File: src/sv/audio_echo_mixer_top_defines.svh
// assertion macros for the audio echo mixer
// used by the controller and datapath modules; no other dependencies
`ifndef AUDIO_ECHO_MIXER_TOP_DEFINES_SVH
`define AUDIO_ECHO_MIXER_TOP_DEFINES_SVH

`ifndef SYNTHESIS
// same-cycle implication, disabled in reset
`define AEM_ASSERT_NOW(label, clk, rst, ante, cons) \
  label: assert property (@(posedge clk) disable iff (rst) (ante) |-> (cons)) \
    else $error("aem assertion failed");
// next-cycle implication, disabled in reset
`define AEM_ASSERT_NEXT(label, clk, rst, ante, cons) \
  label: assert property (@(posedge clk) disable iff (rst) (ante) |=> (cons)) \
    else $error("aem assertion failed");
`else
`define AEM_ASSERT_NOW(label, clk, rst, ante, cons)
`define AEM_ASSERT_NEXT(label, clk, rst, ante, cons)
`endif

`endif

File: src/sv/aem_pkg.sv
// shared constants and controller/datapath interface types for the echo mixer
// no dependencies
package aem_pkg;

  localparam int MaxDelay  = 16384;
  localparam int AddrW     = $clog2(MaxDelay);
  localparam int DelayW    = 15;
  localparam int DivW      = 16;
  localparam int SampleW   = 16;
  localparam int DivSteps  = DivW;
  localparam int StepCntW  = $clog2(DivSteps);

  localparam logic [DelayW-1:0] DelayReset   = 15'd8000;
  localparam logic [DivW-1:0]   DivisorReset = 16'd4;

  // register indexes on the configuration port
  localparam logic CfgDelay   = 1'b0;
  localparam logic CfgDivisor = 1'b1;

  // request kinds
  localparam logic ActSample = 1'b0;
  localparam logic ActTail   = 1'b1;

  typedef struct packed {
    logic capture;   // latch the incoming request, pick the read index
    logic load;      // load divider from the read data
    logic step;      // one restoring division step
    logic finish;    // write output, store entry, update pointers
    logic clear_wr;  // zero one store entry of the clearing pass
  } cmd_t;

  typedef struct packed {
    logic last;        // request in flight ends the tail
    logic out_free;    // output register can take a result
    logic clear_done;  // clearing pass is at its final entry
  } status_t;

endpackage

File: src/sv/aem_ctrl.sv
// controller state machine for the echo mixer
// depends on aem_pkg and audio_echo_mixer_top_defines.svh
`include "audio_echo_mixer_top_defines.svh"

module aem_ctrl (
  input  logic             clk,
  input  logic             rst,
  input  logic             s_tvalid,
  output logic             s_tready,
  input  aem_pkg::status_t status,
  output aem_pkg::cmd_t    cmd
);

  typedef enum logic [2:0] {
    ST_CLEAR,
    ST_IDLE,
    ST_READ,
    ST_LOAD,
    ST_DIV,
    ST_FINISH
  } state_t;

  state_t                         state;
  logic [aem_pkg::StepCntW-1:0]   step_cnt;

  assign s_tready = (state == ST_IDLE);

  always_comb begin
    cmd = '0;
    case (state)
      ST_CLEAR:  cmd.clear_wr = 1'b1;
      ST_IDLE:   cmd.capture  = s_tvalid;
      ST_READ:   cmd          = '0;
      ST_LOAD:   cmd.load     = 1'b1;
      ST_DIV:    cmd.step     = 1'b1;
      ST_FINISH: cmd.finish   = status.out_free;
      default:   cmd          = '0;
    endcase
  end

  always_ff @(posedge clk) begin
    if (rst) begin
      state    <= ST_CLEAR;
      step_cnt <= '0;
    end else begin
      case (state)
        ST_CLEAR: begin
          if (status.clear_done) state <= ST_IDLE;
        end
        ST_IDLE: begin
          if (s_tvalid) state <= ST_READ;
        end
        ST_READ: state <= ST_LOAD;
        ST_LOAD: begin
          step_cnt <= '0;
          state    <= ST_DIV;
        end
        ST_DIV: begin
          step_cnt <= step_cnt + 1'b1;
          if (step_cnt == aem_pkg::StepCntW'(aem_pkg::DivSteps - 1)) state <= ST_FINISH;
        end
        ST_FINISH: begin
          // a finished tail returns to reset contents via a full clearing pass
          if (status.out_free) state <= status.last ? ST_CLEAR : ST_IDLE;
        end
        default: state <= ST_CLEAR;
      endcase
    end
  end

  `AEM_ASSERT_NEXT(a_last_clears, clk, rst, cmd.finish && status.last, state == ST_CLEAR)
  `AEM_ASSERT_NEXT(a_accept_reads, clk, rst, s_tvalid && s_tready, state == ST_READ)
  `AEM_ASSERT_NOW(a_one_cmd, clk, rst, 1'b1, $onehot0(cmd))

endmodule

File: config.mk
export PLATFORM = sky130hd
export DESIGN_NAME = aem_ctrl
export DESIGN_NICKNAME = d
export VERILOG_FILES = /design/src/sv/aem_pkg.sv /design/src/sv/aem_ctrl.sv
export VERILOG_INCLUDE_DIRS = /design/src /design/src/sv
export SDC_FILE = /design/constraint.sdc
export NUM_CORES = 1
export LEC_CHECK = 0
export ABC_AREA = 1
export BUFFER_PORTS_ARGS = -buffer_cell sky130_fd_sc_hd__buf_2
export CELL_PAD_IN_SITES_DETAIL_PLACEMENT = 1
export CELL_PAD_IN_SITES_GLOBAL_PLACEMENT = 1
export CORE_MARGIN = 2
export CORE_UTILIZATION = 29
export CTS_CLUSTER_SIZE = 24
export DETAILED_ROUTE_END_ITERATION = 8
export GPL_TIMING_DRIVEN = 0
export PLACE_DENSITY_LB_ADDON = 0.1
export SETUP_SLACK_MARGIN = 0.4
export SLEW_MARGIN = 20
export SYNTH_ARGS = -nofsm -noshare
export SYNTH_HDL_FRONTEND = slang
export SYNTH_SLANG_ARGS = --single-unit
File: constraint.sdc
create_clock -name clk -period 1 [get_ports clk]
set_input_delay 0.15 -clock clk [delete_from_list [all_inputs] [get_ports clk]]
set_output_delay 0.15 -clock clk [all_outputs]
set_load 0.05 [all_outputs]
Yosys cells after proc, flatten, opt, wreduce, memory -nomap -nowiden
Index checks and enable logic that the tools add are counted.
{"block": "word_totals", "out_inout_bits": 6, "regBits": 7, "elab_cells": 28, "input_bits": 6}
{"block": "op_classes", "n_mux": 12, "reduce_logical": 3, "n_addsub": 1, "eq_ne": 10}
{"operator": "$pmux 3 s6", "count": 1}
{"operator": "$mux 3", "count": 4}
{"operator": "$ne 2x2->1 const B", "count": 4}
{"operator": "$pmux 4 s2", "count": 1}
{"operator": "$eq 3x2->1 const B", "count": 2}
{"operator": "$eq 3x3->1 const B", "count": 2}
{"operator": "$mux 1", "count": 6}
{"operator": "$add 4x1->4 const B", "count": 1}
{"operator": "$eq 4x4->1 const B", "count": 1}
{"operator": "$reduce_and 4->1", "count": 1}
{"operator": "$eq 3x1->1 const B", "count": 1}
{"operator": "$logic_not 3->1", "count": 1}
{"operator": "$reduce_bool 2->1", "count": 1}

Logic depth before layout (Yosys ltp)
Gate-level depths: netlist (run 1).
{"block": "logic_depth", "word_depth": 3, "depth_mapped": 7, "mapped_depth_nobuf": 7}

Worst setup path after synthesis (run 1)
OpenSTA, ideal clock, no wires.
{"block": "synth_path", "path_type": "register to output", "from": "register state[0]", "to": "output port cmd[4] in the netlist's numbering", "arrival_ns": 1.636, "setup_slack_ns": -0.786, "n_path_buf": 0, "path_stages_with_launch": 5, "required_time_ns": 0.850, "cell_sequence": "dfxtp_1 -> inv_2 -> nor3_2 -> nand2_1 -> inv_1"}
{"item": "start: declaration", "line_no": "aem_ctrl.sv:23", "source": "state_t state;"}
{"item": "start signal: assignment", "line_no": "aem_ctrl.sv:64", "source": "if (status.out_free) state <= status.last ? ST_CLEAR : ST_IDLE;"}
{"item": "end: declaration", "line_no": "aem_ctrl.sv:11", "source": "output aem_pkg::cmd_t cmd"}

==> impl_metrics.csv, run 1 <==
group,metric,value,unit
drt,final_antenna_net_count,0,
timing,fin_crit,1.34,ns
cts,ctsHoldBuffers,0,
drt,viasPerCell,4.70,
floorplan,coreArea,1470,sq um
floorplan,die_width,43.0,um
cts,cts_buffers,3,
global_route,grt_pass1_wl,2.22,mm
critical_path,crit-reg2reg-launch,"state[1]",
finish,finalNonFillerCells,107,
finish,seq_area,150,sq um
critical_path,cpPeakStageDelay,0.30,ns
finish,fillCellCount,185,
timing,final-hold-violation-count,0,
cts,clk_latency,0.26,ns
synth,synth_area,440,sq um
synth,synth_cells,66,
cts,clkTransAtPathRegs,0.05,ns
hold_path,whs_path_depth,2,
synth,synth_area_per_cell,6.67,sq um
finish,drive_above_1_share,65.9,%
cts,cts_num_sinks,7,
finish,area_delta_synth_final,80.7,%
timing,finalClockSkew,0.00299,ns
global_route,grt_overflow_total,0,
placement,port_buffers,11,
hold_path,hold_path_class,"in2reg",
synth,ys_seq_area_share,31.8,%
floorplan,die-height,43.0,um
timing,worst_slack,-0.337,ns
critical_path,start_kind,"flop",
placement,dp_slack,-0.191,ns
critical_path,reg2reg_to,"step_cnt[2]",
critical_path,critPathArrivalTime,1.19,ns
finish,final_cell_mix,"7 x nand2_2, 7 x buf_4, 6 x buf_6, 6 x nand2_1, 6 x buf_2",
timing,finalCritPeriodShare,134,%
power_and_ir_drop,ir_drop,1320,uV
run,drv_cap,0,
finish,final_nets,99,
drt,num_vias,503,
hold_path,min-delay-start,"rst",
finish,multi_input_area,328,sq um
global_route,antenna_found_initial,0,
drt,wl_per_cell,11.7,um
critical_path,criticalPathCategory,"reg2out",
placement,dpl.cell_count,93,
power_and_ir_drop,p_leak,0.314,nW
power_and_ir_drop,cellPowerDensity,2860,nW/um^2
global_route,track_usage,16.4,%
drt,initialDrtViolationCount,6,
synth,synth_nets,73,
hold_path,hold_end,"step_cnt[1]",
run_status,status,"finished with violations",
floorplan,die_area,1850,sq um
drt,routed_wl,1.25,mm
synth,yosysWarnings,0,
cts,h-tree-depth,1,
timing,drv_slew,0,
critical_path,ff2ff_path_depth,8,
floorplan,num_rows,14,
floorplan,pin_count,12,
critical_path,rrSetupSlack,-0.14,ns
drt,drcViolationCount,0,
critical_path,crit_required,0.85,ns
synth,yosys_register_bits,7,
finish,antennaDiodeCount,0,
timing,worstMarginPinSlew,0.222,ns
drt,dr.pass1.iters,3,
cts,cts_buffer_depth,2,
critical_path,critical-path-slowest-cell,"dfxtp_1",
run_status,violations,"setup timing",
critical_path,end_kind,"primary output",
placement,place_congestion,0.670,
global_route,grt_pass1_vias,509,
timing,finalSetupViolations,13,
synth,ys_types,18,
floorplan,start_util,29.9,%
cts,cts_root_buffer,"clkbuf_4",
critical_path,cp_max_fo,6,
timing,fmax,0.748,GHz
timing,rsz0062_at_grt,"true",
placement,dp_hpwl,815,um
timing,relSlewSlack,85.0,%
critical_path,path_cells,"buf_6 > nor3_4 > nand2_2 > clkinvlp_4 > buf_8",
cts,tritoncts,"done",
global_route,grt_max_degree,8,
==> flip-flops by register name, indices dropped and copies added (netlist names) <==
register,cells
state,3
step_cnt,4
==> stage by stage <==
stage / TNS (ns) / utilization, % / cell area (sq um) / total power (W) / hold slack (ns)
after floorplan: -1.54 / - / 513 / 0.00135 / 0.205
after global placement: -0.981 / 40.0 / 588 / 0.00155 / 0.383
after detailed placement: -0.981 / 40.0 / 588 / 0.00155 / 0.396
after CTS: -2.67 / 52.3 / 769 / 0.00219 / 0.118
after global routing: -3.45 / 54.1 / 796 / 0.00243 / 0.142
final: -2.56 / 54.1 / 796 / 0.00227 / 0.132
==> synth_stat cells <==
| library cell | number | area share (%) |
|---|---|---|
| nand2_1 | 11 | 9.4 |
| inv_1 | 10 | 8.5 |
| nand3_1 | 8 | 9.1 |
| dfxtp_1 | 7 | 32 |
| nor2_1 | 6 | 5.1 |
| a21oi_1 | 3 | 3.4 |
| a21oi_2 | 3 | 6.0 |
| inv_2 | 3 | 2.6 |
| nand2_2 | 3 | 4.3 |
| nor3_1 | 3 | 3.4 |
| o21ai_1 | 2 | 2.3 |
| buf_6 | 1 | 2.6 |
| ha_1 | 1 | 2.8 |
| nand3_2 | 1 | 2.3 |
| nand3b_1 | 1 | 1.7 |
| nor2_2 | 1 | 1.4 |
| nor3_2 | 1 | 2.3 |
| o21ai_0 | 1 | 1.1 |
==> routing by layer <==
| metal | routed length [um] | up-vias | global-route usage (%) |
|---|---|---|---|
| met5 | 0 | - | 0 |
| met4 | 29 | 0 | 9.09 |
| met3 | 33 | 2 | 1.70 |
| met2 | 654 | 7 | 28.8 |
| met1 | 530 | 227 | 19.0 |
| li1 | - | 267 | - |
==> cell families (layout without fill, tap and decap cells) <==
group | Yosys count | count (layout) | share of synthesized area [%]
AOI/OAI and AO/OA | 9 | 9 | 12.8
adders and majority gates | 1 | 1 | 2.84
buffers and inverters | 14 | 39 | 13.6
DFF | 7 | 7 | 31.8
and+or+nand+nor | 35 | 35 | 38.9
==> how the worst max path moves through the flow <==
stage                   from  endpoint  slack (ns)
CTS                 state[1]    cmd[4]       -0.35
global route        state[1]    cmd[4]       -0.41
detailed placement  state[1]    cmd[2]       -0.19
finish              state[1]    cmd[4]       -0.34
global placement    state[1]    cmd[2]       -0.19
floorplan           state[0]    cmd[4]       -0.43
==> layout make-up <==
type                            instances  area share (%)
Multi-Input combinational cell         45            41.2
Timing Repair Buffer                   21            23.7
Sequential cell                         7            18.9
Inverter                               13            8.96
Clock buffer                            4            3.30
Tap cell                               16            2.52
Buffer                                  1            1.42
==> what timing repair did <==
item / CTS / global route
cloned: 0 / 0
setup buffers: 9 / 1
endpoints found under the setup margin: 13 / 13
pin swaps: 5 / 1
resized for setup: 21 / 5
==> worst max-delay path: cells and delay by family (launching register included) <==
kind,cells,cell delay [ns]
buffers and inverters,3,0.34
flip-flops,1,0.30
AND/OR/NAND/NOR,2,0.29
==> where the power goes <==
| group | leakage (nW) | total [W] | switching, W | internal, W |
|---|---|---|---|---|
| combinational | 0.240 | 0.00147 | 0.000851 | 0.000621 |
| sequential | 0.0592 | 0.000538 | 0.000167 | 0.000372 |
| clock | 0.0150 | 0.000263 | 0.000111 | 0.000153 |
(Power assumes the default switching activity.)
==> run 2, diff against run 1 <==
--- a/config.mk
+++ b/config.mk
@@ -6,12 +6,12 @@
 export SDC_FILE = /design/constraint.sdc
 export NUM_CORES = 1
 export LEC_CHECK = 0
-export ABC_AREA = 1
 export BUFFER_PORTS_ARGS = -buffer_cell sky130_fd_sc_hd__buf_2
+export CAP_MARGIN = 20
 export CELL_PAD_IN_SITES_DETAIL_PLACEMENT = 1
 export CELL_PAD_IN_SITES_GLOBAL_PLACEMENT = 1
 export CORE_MARGIN = 2
-export CORE_UTILIZATION = 29
+export CORE_UTILIZATION = 32
 export CTS_CLUSTER_SIZE = 24
 export DETAILED_ROUTE_END_ITERATION = 8
 export GPL_TIMING_DRIVEN = 0
==> impl_metrics.csv, run 2 <==
group,metric,value,unit
synth,synth_cells,55,
power_and_ir_drop,switchingPower,0.000335,W
critical_path,cpPeakStageDelay,0.30,ns
global_route,grt_pass1_wl,2.74,mm
cts,clk_latency,0.27,ns
cts,cts_root_buffer,"clkbuf_4",
synth,synth_top_area_share,29.7,%
hold_path,hold_end,"step_cnt[0]",
critical_path,end_kind,"primary output",
hold_path,hold_path_class,"in2reg",
critical_path,crit_buf_inv,2,
timing,worst_slack,-0.499,ns
synth,synth_area_per_cell,8.58,sq um
finish,largest_reg_flops,4,
run_status,status,"finished with violations",
global_route,track_usage,21.2,%
critical_path,crit-reg2reg-launch,"state[1]",
timing,fin_crit,1.50,ns
floorplan,die-height,42.4,um
cts,clkTransAtPathRegs,0.06,ns
floorplan,die_width,42.4,um
critical_path,reg2reg_to,"step_cnt[0]",
timing,worstMarginPinSlew,0.277,ns
run,drv_cap,0,
timing,final-hold-violation-count,0,
synth,synthFlopType,"dfxtp_1",
timing,drv_slew,0,
synth,synthTopCellsByArea,"dfxtp_1 30%, nand2b_1 5.3%, a21oi_1 4.2%, mux2i_1 4.2%, nor3_1 4.2%",
finish,area_delta_synth_final,101,%
hold_path,whs_path_depth,2,
synth,yosys_register_bits,7,
finish,final_cell_mix,"11 x buf_6, 11 x buf_4, 6 x buf_2",
cts,tritoncts,"done",
timing,relSlewSlack,81.4,%
global_route,grt_max_degree,11,
critical_path,criticalPathCategory,"reg2out",
finish,reg_top3,"step_cnt (4), state (3)",
finish,final_nets,96,
run_status,violations,"setup timing",
drt,wl_per_cell,17.4,um
floorplan,num_rows,13,
power_and_ir_drop,p_leak,0.368,nW
power_and_ir_drop,internal_power,0.000653,W
critical_path,ff2ff_path_depth,7,
floorplan,die_area,1800,sq um
timing,fmax,0.667,GHz
floorplan,pin_count,12,
critical_path,start_kind,"flop",
synth,synth_edf_count,0,
timing,finalSetupViolations,13,
power_and_ir_drop,comb_power_share,42.0,%
finish,drive_above_1_share,71.6,%
synth,post-synth-top-count-cell,"dfxtp_1",
global_route,grt_overflow_total,0,
cts,ctsHoldBuffers,0,
critical_path,cp_max_fo,4,
timing,setup-tns-final,-5.13,ns
cts,cts_buffers,3,
floorplan,start_util,35.4,%
cts,cts_num_sinks,7,
drt,drcViolationCount,0,
drt,final_antenna_net_count,0,
critical_path,critPathArrivalTime,1.35,ns
synth,synth_common_cells,"7 x dfxtp_1, 5 x nand2_1, 4 x a21oi_1, 4 x nand2b_1, 4 x nor3_1",
drt,num_vias,562,
drt,initialDrtViolationCount,8,
cts,cts_buffer_depth,2,
timing,rsz0062_at_grt,"true",
critical_path,critical-path-slowest-cell,"dfxtp_1",
placement,place_congestion,0.699,
cts,h-tree-depth,1,
synth,synthArstFlopShare,0,%
placement,port_buffers,11,
finish,antennaDiodeCount,0,
drt,viasPerCell,5.46,
critical_path,rrSetupSlack,-0.41,ns
floorplan,coreArea,1330,sq um
drt,routed_wl,1.79,mm
synth,yosysWarnings,0,
finish,largest-register,"step_cnt",
global_route,antenna_found_initial,0,
timing,hold_slack,0.201,ns
drt,dr.pass1.iters,4,
synth,synth_nets,62,
synth,synth_top_area_cell,"dfxtp_1",
timing,finalClockSkew,0.00238,ns
critical_path,path_cells,"buf_6 > and2b_2 > nor2b_4 > and2_4 > buf_8",
power_and_ir_drop,power.share.clock,28.4,%
power_and_ir_drop,pwr-share-seq,29.6,%
timing,finalCritPeriodShare,150,%
critical_path,crit_required,0.85,ns
synth,ys_types,31,
hold_path,min-delay-start,"rst",
placement,dp_hpwl,886,um
global_route,grt_pass1_vias,568,
power_and_ir_drop,ir_drop,616,uV
critical_path,critPathTopFamily,"simple AND/OR/NAND/NOR gates",
power_and_ir_drop,switching_share,33.9,%
power_and_ir_drop,cellPowerDensity,1040,nW/um^2
synth,synth_area,472,sq um
synth,ys_seq_area_share,29.7,%
==> run 2: layer usage <==
metal | GRT usage [%] | share of wire, %
met5 | 0 | 0
met4 | 6.25 | 4.2
met1 | 23.8 | 40
met3 | 8.62 | 3.9
met2 | 36.6 | 52
==> run 2: timing repair <==
item | in CTS | in global routing
setup endpoints to repair | 13 | 13
buffers inserted | 15 | 3
pin swaps | 7 | 7
gates resized for setup | 28 | 17
==> run 2: logic make-up after synthesis <==
family / Yosys count / synth area share [%]
compound gates: 12 / 20.2
simple gates: 27 / 34.2
buf+inv: 5 / 6.63
mux: 3 / 6.63
fa+ha+maj: 1 / 2.65
flops: 7 / 29.7
==> run 2: power groups by stage <==
stage	registers [W]	logic (W)	clock network, W
2_1_floorplan	0.000305	0.000173	0
3_3_place_gp	0.000307	0.000219	0
3_5_place_dp	0.000307	0.000220	0
4_1_cts	0.000292	0.000342	0.000283
5_1_grt	0.000293	0.000435	0.000315
6_report	0.000292	0.000415	0.000281
==> run 2: metrics by stage <==
step	instances	worst slack, ns	instance area [sq um]	util, %	total power (W)
4_1_cts	100	-0.489	826	61.9	0.000917
3_3_place_gp	81	-0.395	593	44.5	0.000526
3_5_place_dp	81	-0.391	593	44.5	0.000527
2_1_floorplan	55	-0.456	519	-	0.000478
6_report	103	-0.499	948	71.1	0.000988
5_1_grt	103	-0.559	948	71.1	0.00104
==> run 2: cell type report <==
type                    count  area [sq um]
clock buffers               4          26.3
fillers                   141           385
well taps                  15          18.8
flip-flops and latches      7           153
repair buffers             29           259
inverters                   2          11.3
plain buffers               3          37.5
multi-input cells          43           443
==> run 2: worst max path at each step <==
stage	startpoint	cells after the start	slack, ns	to
5_1_grt	state[1]	5	-0.56	cmd[4]
2_1_floorplan	state[1]	4	-0.46	cmd[4]
4_1_cts	state[1]	5	-0.49	cmd[4]
3_3_place_gp	state[0]	5	-0.40	cmd[4]
6_report	state[1]	5	-0.50	cmd[4]
3_5_place_dp	state[0]	5	-0.39	cmd[4]
==> run 2: worst register-to-register path, stage by stage, from the launching register on <==
cell      delay [ns]
dfxtp_1         0.32
buf_6           0.11
buf_4           0.15
nor3b_4         0.06
buf_4           0.12
buf_4           0.14
mux2_4          0.26
a211oi_2        0.17
